==> src/rtl/abod_pkg.sv <==
`timescale 1ns / 1ps
// ----------------------------------------------------------------------------
// abod_pkg
// shared types, register indexes and the 4x4 bayer matrix for the rgb565
// alpha blend and ordered dither block
// ----------------------------------------------------------------------------
package abod_pkg;

   localparam int CHAN_W  = 8;
   localparam int PIXEL_W = 16;
   localparam int CSR_IDX_W  = 3;
   localparam int CSR_DATA_W = 8;

   typedef logic [CSR_IDX_W-1:0] csr_index_type;

   localparam csr_index_type CSR_BLEND_MODE      = 3'd0;
   localparam csr_index_type CSR_OVERLAY_RED     = 3'd1;
   localparam csr_index_type CSR_OVERLAY_GREEN   = 3'd2;
   localparam csr_index_type CSR_OVERLAY_BLUE    = 3'd3;
   localparam csr_index_type CSR_OVERLAY_ALPHA   = 3'd4;
   localparam csr_index_type CSR_DITHER_STRENGTH = 3'd5;

   typedef logic [CHAN_W-1:0] chan_type;
   typedef logic [15:0]       mix_sum_type;
   typedef logic [3:0]        bayer_type;

   // threshold matrix, indexed by {row, column}
   function automatic bayer_type bayer_lookup(input logic [1:0] row, input logic [1:0] col);
      bayer_type t;
      case ({row, col})
         4'd0:    t = 4'd0;
         4'd1:    t = 4'd8;
         4'd2:    t = 4'd2;
         4'd3:    t = 4'd10;
         4'd4:    t = 4'd12;
         4'd5:    t = 4'd4;
         4'd6:    t = 4'd14;
         4'd7:    t = 4'd6;
         4'd8:    t = 4'd3;
         4'd9:    t = 4'd11;
         4'd10:   t = 4'd1;
         4'd11:   t = 4'd9;
         4'd12:   t = 4'd15;
         4'd13:   t = 4'd7;
         4'd14:   t = 4'd13;
         4'd15:   t = 4'd5;
         default: t = 4'd0;
      endcase
      return t;
   endfunction

endpackage

==> src/rtl/alpha_blend_ordered_dither.sv <==
`timescale 1ns / 1ps
// ----------------------------------------------------------------------------
// alpha_blend_ordered_dither
// rgb565 alpha blend followed by a 4x4 ordered dither and repack
// ----------------------------------------------------------------------------
// usage:
//   req_* carries one destination pixel, its per-pixel source rgba and its
//   screen phase; rsp_result_pixel returns the blended, dithered pixel
//   both channels hand over a request when valid is high and stall is low
//   csr_write with csr_index/csr_data sets the six control registers; the
//   user must change them only while no request is in flight; unenforced
// timing:
//   three register stages (blend products, divide by 255 and dither offset,
//   dither add/clamp/pack into the output register); a request taken into
//   the blend product register passes the divide and output registers in
//   turn to rsp_*; one request per cycle is sustained while rsp_stall is
//   low, each stage being about one multiply-add deep
// stall:
//   each stage moves on when it is empty or the next stage moves, so bubbles
//   close up; a stalled result holds in the output register and req_stall
//   rises only once all three stages are full
// reset:
//   synchronous; clears all stage valid bits and every control register
// ----------------------------------------------------------------------------
module alpha_blend_ordered_dither
   import abod_pkg::*;
(
   input  logic                  clock,
   input  logic                  reset,

   input  logic                  csr_write,
   input  csr_index_type         csr_index,
   input  logic [CSR_DATA_W-1:0] csr_data,

   input  logic                  req_valid,
   output logic                  req_stall,
   input  logic [PIXEL_W-1:0]    req_dest_pixel,
   input  logic [7:0]            req_src_red,
   input  logic [7:0]            req_src_green,
   input  logic [7:0]            req_src_blue,
   input  logic [7:0]            req_src_alpha,
   input  logic [1:0]            req_x_phase,
   input  logic [1:0]            req_y_phase,

   output logic                  rsp_valid,
   input  logic                  rsp_stall,
   output logic [PIXEL_W-1:0]    rsp_result_pixel
);

   // control registers
   logic     blend_mode_ff;
   chan_type overlay_red_ff, overlay_green_ff, overlay_blue_ff, overlay_alpha_ff;
   chan_type dither_strength_ff;

   always_ff @(posedge clock) begin
      if (reset) begin
         blend_mode_ff      <= 1'b0;
         overlay_red_ff     <= '0;
         overlay_green_ff   <= '0;
         overlay_blue_ff    <= '0;
         overlay_alpha_ff   <= '0;
         dither_strength_ff <= '0;
      end else if (csr_write) begin
         case (csr_index)
            CSR_BLEND_MODE:      blend_mode_ff      <= csr_data[0];
            CSR_OVERLAY_RED:     overlay_red_ff     <= csr_data;
            CSR_OVERLAY_GREEN:   overlay_green_ff   <= csr_data;
            CSR_OVERLAY_BLUE:    overlay_blue_ff    <= csr_data;
            CSR_OVERLAY_ALPHA:   overlay_alpha_ff   <= csr_data;
            CSR_DITHER_STRENGTH: dither_strength_ff <= csr_data;
            default: ;
         endcase
      end
   end

   // stage enables
   logic s1_valid_ff, s2_valid_ff, s3_valid_ff;
   logic s1_en, s2_en, s3_en;

   assign s3_en     = !s3_valid_ff || !rsp_stall;
   assign s2_en     = !s2_valid_ff || s3_en;
   assign s1_en     = !s1_valid_ff || s2_en;
   assign req_stall = !s1_en;

   // stage 1: expand, select source, blend products
   chan_type    dst_r, dst_g, dst_b, src_r, src_g, src_b, src_a, inv_a;
   mix_sum_type mix_r_in, mix_g_in, mix_b_in;
   mix_sum_type mix_r_ff, mix_g_ff, mix_b_ff;
   bayer_type   s1_thr_in, s1_thr_ff;

   always_comb begin
      dst_r = {req_dest_pixel[15:11], 3'b000};
      dst_g = {req_dest_pixel[10:5], 2'b00};
      dst_b = {req_dest_pixel[4:0], 3'b000};
      if (blend_mode_ff) begin
         src_r = req_src_red;
         src_g = req_src_green;
         src_b = req_src_blue;
         src_a = req_src_alpha;
      end else begin
         src_r = overlay_red_ff;
         src_g = overlay_green_ff;
         src_b = overlay_blue_ff;
         src_a = overlay_alpha_ff;
      end
      inv_a     = 8'd255 - src_a;
      mix_r_in  = 16'(16'(dst_r) * 16'(inv_a) + 16'(src_r) * 16'(src_a));
      mix_g_in  = 16'(16'(dst_g) * 16'(inv_a) + 16'(src_g) * 16'(src_a));
      mix_b_in  = 16'(16'(dst_b) * 16'(inv_a) + 16'(src_b) * 16'(src_a));
      s1_thr_in = bayer_lookup(req_y_phase, req_x_phase);
   end

   always_ff @(posedge clock) begin
      if (reset) begin
         s1_valid_ff <= 1'b0;
      end else if (s1_en) begin
         s1_valid_ff <= req_valid;
      end
   end

   always_ff @(posedge clock) begin
      if (s1_en) begin
         mix_r_ff  <= mix_r_in;
         mix_g_ff  <= mix_g_in;
         mix_b_ff  <= mix_b_in;
         s1_thr_ff <= s1_thr_in;
      end
   end

   // stage 2: divide by 255, dither offset
   logic [16:0]        q_r, q_g, q_b;
   chan_type           bl_r_in, bl_g_in, bl_b_in, bl_r_ff, bl_g_ff, bl_b_ff;
   logic signed [8:0]  strength_s;
   logic signed [4:0]  thr_s;
   logic signed [13:0] offset_in, offset_ff;

   always_comb begin
      // exact floor(x / 255) for x below 65535
      q_r = 17'(mix_r_ff) + 17'd1 + 17'(mix_r_ff[15:8]);
      q_g = 17'(mix_g_ff) + 17'd1 + 17'(mix_g_ff[15:8]);
      q_b = 17'(mix_b_ff) + 17'd1 + 17'(mix_b_ff[15:8]);
      bl_r_in = q_r[15:8];
      bl_g_in = q_g[15:8];
      bl_b_in = q_b[15:8];
      strength_s = $signed({1'b0, dither_strength_ff});
      thr_s      = $signed({1'b0, s1_thr_ff}) - 5'sd8;
      offset_in  = strength_s * thr_s;
   end

   always_ff @(posedge clock) begin
      if (reset) begin
         s2_valid_ff <= 1'b0;
      end else if (s2_en) begin
         s2_valid_ff <= s1_valid_ff;
      end
   end

   always_ff @(posedge clock) begin
      if (s2_en) begin
         bl_r_ff   <= bl_r_in;
         bl_g_ff   <= bl_g_in;
         bl_b_ff   <= bl_b_in;
         offset_ff <= offset_in;
      end
   end

   // stage 3: add offset, clamp, repack
   function automatic chan_type dither_clamp(input chan_type v, input logic signed [13:0] off);
      logic signed [13:0] s;
      chan_type           q;
      s = $signed({2'b00, v, 4'b0000}) + off;
      if (s[13]) begin
         q = '0;
      end else if (s[12]) begin
         q = 8'd255;
      end else begin
         q = s[11:4];
      end
      return q;
   endfunction

   chan_type             out_r, out_g, out_b;
   logic [PIXEL_W-1:0]   pixel_in, pixel_ff;

   always_comb begin
      out_r    = dither_clamp(bl_r_ff, offset_ff);
      out_g    = dither_clamp(bl_g_ff, offset_ff);
      out_b    = dither_clamp(bl_b_ff, offset_ff);
      pixel_in = {out_r[7:3], out_g[7:2], out_b[7:3]};
   end

   always_ff @(posedge clock) begin
      if (reset) begin
         s3_valid_ff <= 1'b0;
      end else if (s3_en) begin
         s3_valid_ff <= s2_valid_ff;
      end
   end

   always_ff @(posedge clock) begin
      if (s3_en) begin
         pixel_ff <= pixel_in;
      end
   end

   assign rsp_valid        = s3_valid_ff;
   assign rsp_result_pixel = pixel_ff;

endmodule
==> config.mk <==
export PLATFORM = sky130hd
export DESIGN_NAME = alpha_blend_ordered_dither
export DESIGN_NICKNAME = d
export VERILOG_FILES = /design/src/rtl/abod_pkg.sv /design/src/rtl/alpha_blend_ordered_dither.sv
export SDC_FILE = /design/constraint.sdc
export NUM_CORES = 1
export LEC_CHECK = 0
export ABC_AREA = 1
export BUFFER_PORTS_ARGS = -buffer_cell sky130_fd_sc_hd__buf_4
export CORE_MARGIN = 10
export CORE_UTILIZATION = 50
export CTS_BUF_LIST = sky130_fd_sc_hd__clkbuf_8
export CTS_CLUSTER_DIAMETER = 120
export CTS_CLUSTER_SIZE = 16
export DETAILED_ROUTE_END_ITERATION = 12
export GPL_TIMING_DRIVEN = 0
export PLACE_DENSITY = 0.67
export SYNTH_ARGS = -nofsm -noshare
export SYNTH_HDL_FRONTEND = slang
export SYNTH_SLANG_ARGS = --single-unit
==> constraint.sdc <==
create_clock -name clock -period 9.2 [get_ports clock]
set_clock_uncertainty 0.2 [all_clocks]
set_input_delay 2.3 -clock clock [delete_from_list [all_inputs] [get_ports clock]]
set_output_delay 2.3 -clock clock [all_outputs]
set_load 0.1 [all_outputs]
==> reports/metrics.yaml <==
global_route:
  grt_overflow: 0
  grt_pass1_vias: 17373
  grt_usage_pct: 21.3
  grt_pass1_wl_mm: 86.4
  grt_max_degree: 37
  antenna_found_initial: 0
cells_and_area:
  stdcell_count: 3367
  final_nets: 3343
  drive_above_1_share_pct: 8.01
  fillers: 3953
  syn2layout_area_growth_pct: 8.69
detailed_routing:
  first_iter_violations: 1110
  wl_per_cell_um: 15.6
  viasPerCell: 5.14
  drc: 0
  drt_wl_total_mm: 52.7
  detail_route.first_pass.iterations: 5
  ant_nets: 0
  via_count: 17304
logic_synthesis:
  synth_ff_type: "edfxtp_1"
  synth_area_per_cell_um2: 7.56
  yosysUniqueCellTypes: 42
  yosys-top-cells-count: "695 x nand2_1, 568 x inv_1, 303 x nor2_1"
  synth_edf_count: 102
  ys_ff_latch: 146
  yosysTopAreaCell: "fa_1"
  yosysMostFrequentCell: "nand2_1"
  synth.top_cell.area_share_pct: 21.9
  synth_nets: 3239
  synth_warnings: 0
  synth-seq-area-share_pct: 19.2
  syn_inst: 2717
  synth_area_um2: 20500
  ys_top_cells_by_area: "fa_1 22%, edfxtp_1 15%, ha_1 14%"
  synthArstFlopShare_pct: 0
sta:
  setup_tns_ns: 0
  layout_setup_ws_ns: 0.408
  worst_slew_pin_slew_ns: 1.07
  relSlewSlack_pct: 26.6
  slew_violations: 0
  rsz0062_at_grt: "no"
  max_freq_mhz: 114
  timing.final.crit_share_pct: 95.6
  setup_viol: 0
  hold_viol_final: 0
  period_minus_slack_ns: 8.79
floorplan:
  fp.dieW_um: 223
  ios: 86
  rows: 74
  core_um2: 40700
  die_h_um: 223
  dieArea_um2: 49600
  start_util_pct: 50.4
setup_path:
  crit_buf_inv: 8
  crit_family: "adder cells"
  timing.rr.start: "blend_mode_ff"
  worst_ep_arrival_time_ns: 8.79
  crit_path_start: "req_src_alpha[2]"
  critPathRequiredTime_ns: 9.20
  crit_path_start_kind: "primary input"
  worstPathMaxFanout: 10
  cpMaxStageDelayCell: "fa_1"
  endpoint_kind: "flop"
  critPathKind: "primary input to flop"
  cpPeakStageDelay_ns: 0.58
  crit_top_cell: "nand2_1"
cts:
  tritoncts: "done"
  cts.clk_slew.worst_paths_ns: 0.09
  htree_levels: 4
  cts-root-buf: "clkbuf_8"
  cts_sinks: 146
  worstSkewPairLatency_ns: 0.47
  cts-buffers-inserted: 17
  clk_path_buf_depth: 2
pwr:
  total_power_mw: 5.62
  p_leak_nw: 11.7
  power_density_nw_per_um2: 252
  ir_drop_v: 0.000121
outcome:
  status: "finished clean"
place:
  place_inst: 3333
  port_buffers: 83
  globalplace.congestion: 0.914
  post-place-ws_ns: -0.313
  hpwl_mm: 44.7
hold_path:
  min_path_type: "flop to flop"
  min_from: "overlay_alpha_ff[5]"
flow_run:
  cap_viol_max_count: 0
==> timing repair <==
action / in CTS / in global routing
endpoints found under the setup margin: 0 / 5
endpoints found under the hold margin: 0 / 0
hold buffers: 0 / 0
resized for setup: 0 / 6
buffers inserted: 0 / 0
==> metal layers <==
| metal | track usage [%] | vias up | part of all wire [%] |
|---|---|---|---|
| met2 | 36.2 | 428 | 48 |
| met1 | 27.2 | 8242 | 44 |
| met5 | 0 | - | 0 |
| met4 | 7.37 | 0 | 2.9 |
| li1 | - | 8556 | - |
| met3 | 3.01 | 78 | 5.0 |
==> worst paths after layout <==
check,cells past startpoint,slack (ns),to
worst min register to register,2,0.27,overlay_alpha_ff[5]
worst min-delay path,2,0.27,overlay_alpha_ff[5]
worst max register to register,33,1.54,mix_b_ff[15]
worst max-delay path,32,0.41,mix_b_ff[15]
==> kinds of logic (layout without fill, tap and decap cells) <==
| kind of cell | count (synthesis) | after routing | share of synthesized area [%] |
|---|---|---|---|
| other cells | 0 | 1 | 0 |
| buf+inv | 636 | 753 | 12.0 |
| fa+ha+maj | 454 | 454 | 35.9 |
| simple gates | 1196 | 1196 | 23.8 |
| mux | 4 | 4 | 0.195 |
| compound gates | 210 | 210 | 5.94 |
| flops | 146 | 146 | 19.2 |
| xor+xnor | 71 | 71 | 3.03 |
==> cells in the final DEF (no fill, tap or decap), types with 31 or more instances in the layout <==
master and instances:
nand4_1 32, xor2_1 40, fa_1 225, nand3_1 103, ha_1 229, edfxtp_1 102, buf_4 91, nor2_1 303
inv_1 567, xnor2_1 31, nand2_1 694, a21oi_1 118, dfxtp_1 44
==> layout make-up <==
class / count / area, um^2 / share of cell area, %
Clock inverter: 15 / 198 / 0.885
Timing Repair Buffer: 85 / 671 / 3.00
Multi-Input combinational cell: 1935 / 14100 / 63.3
Inverter: 594 / 2230 / 9.98
Buffer: 42 / 255 / 1.14
Sequential cell: 146 / 3940 / 17.7
Tap cell: 532 / 666 / 2.98
Antenna cell: 1 / 2.50 / 0.0112
Clock buffer: 17 / 234 / 1.05
==> report_power, final <==
group	switching [mW]	total (mW)	internal (mW)	leakage [nW]
Clock	0.270	0.546	0.277	0.210
Sequential	0.163	1.17	1.01	1.46
Combinational	2.52	3.91	1.39	10.0
Total	2.95	5.62	2.67	11.7
==> per-stage QoR <==
stage,util (%),area [um^2],hold slack [ns]
2_1_floorplan,-,20500,0.236
3_3_place_gp,53.6,21800,0.240
3_5_place_dp,53.7,21900,0.259
4_1_cts,54.7,22300,0.271
5_1_grt,54.8,22300,0.282
6_report,54.8,22300,0.269
==> sequential cells by signal, indices dropped and copies added, names as in the netlist, 10 cells and up <==
signal            cells
rsp_result_pixel     16
mix_b_ff             16
mix_r_ff             16
mix_g_ff             16
offset_ff            10
==> tightest hold or removal path: stages (launching register included) <==
cell and delay, ns:
dfxtp_1 0.32, nand2_1 0.06, a21oi_1 0.05
Note: power is estimated with default switching activity, not from simulation.
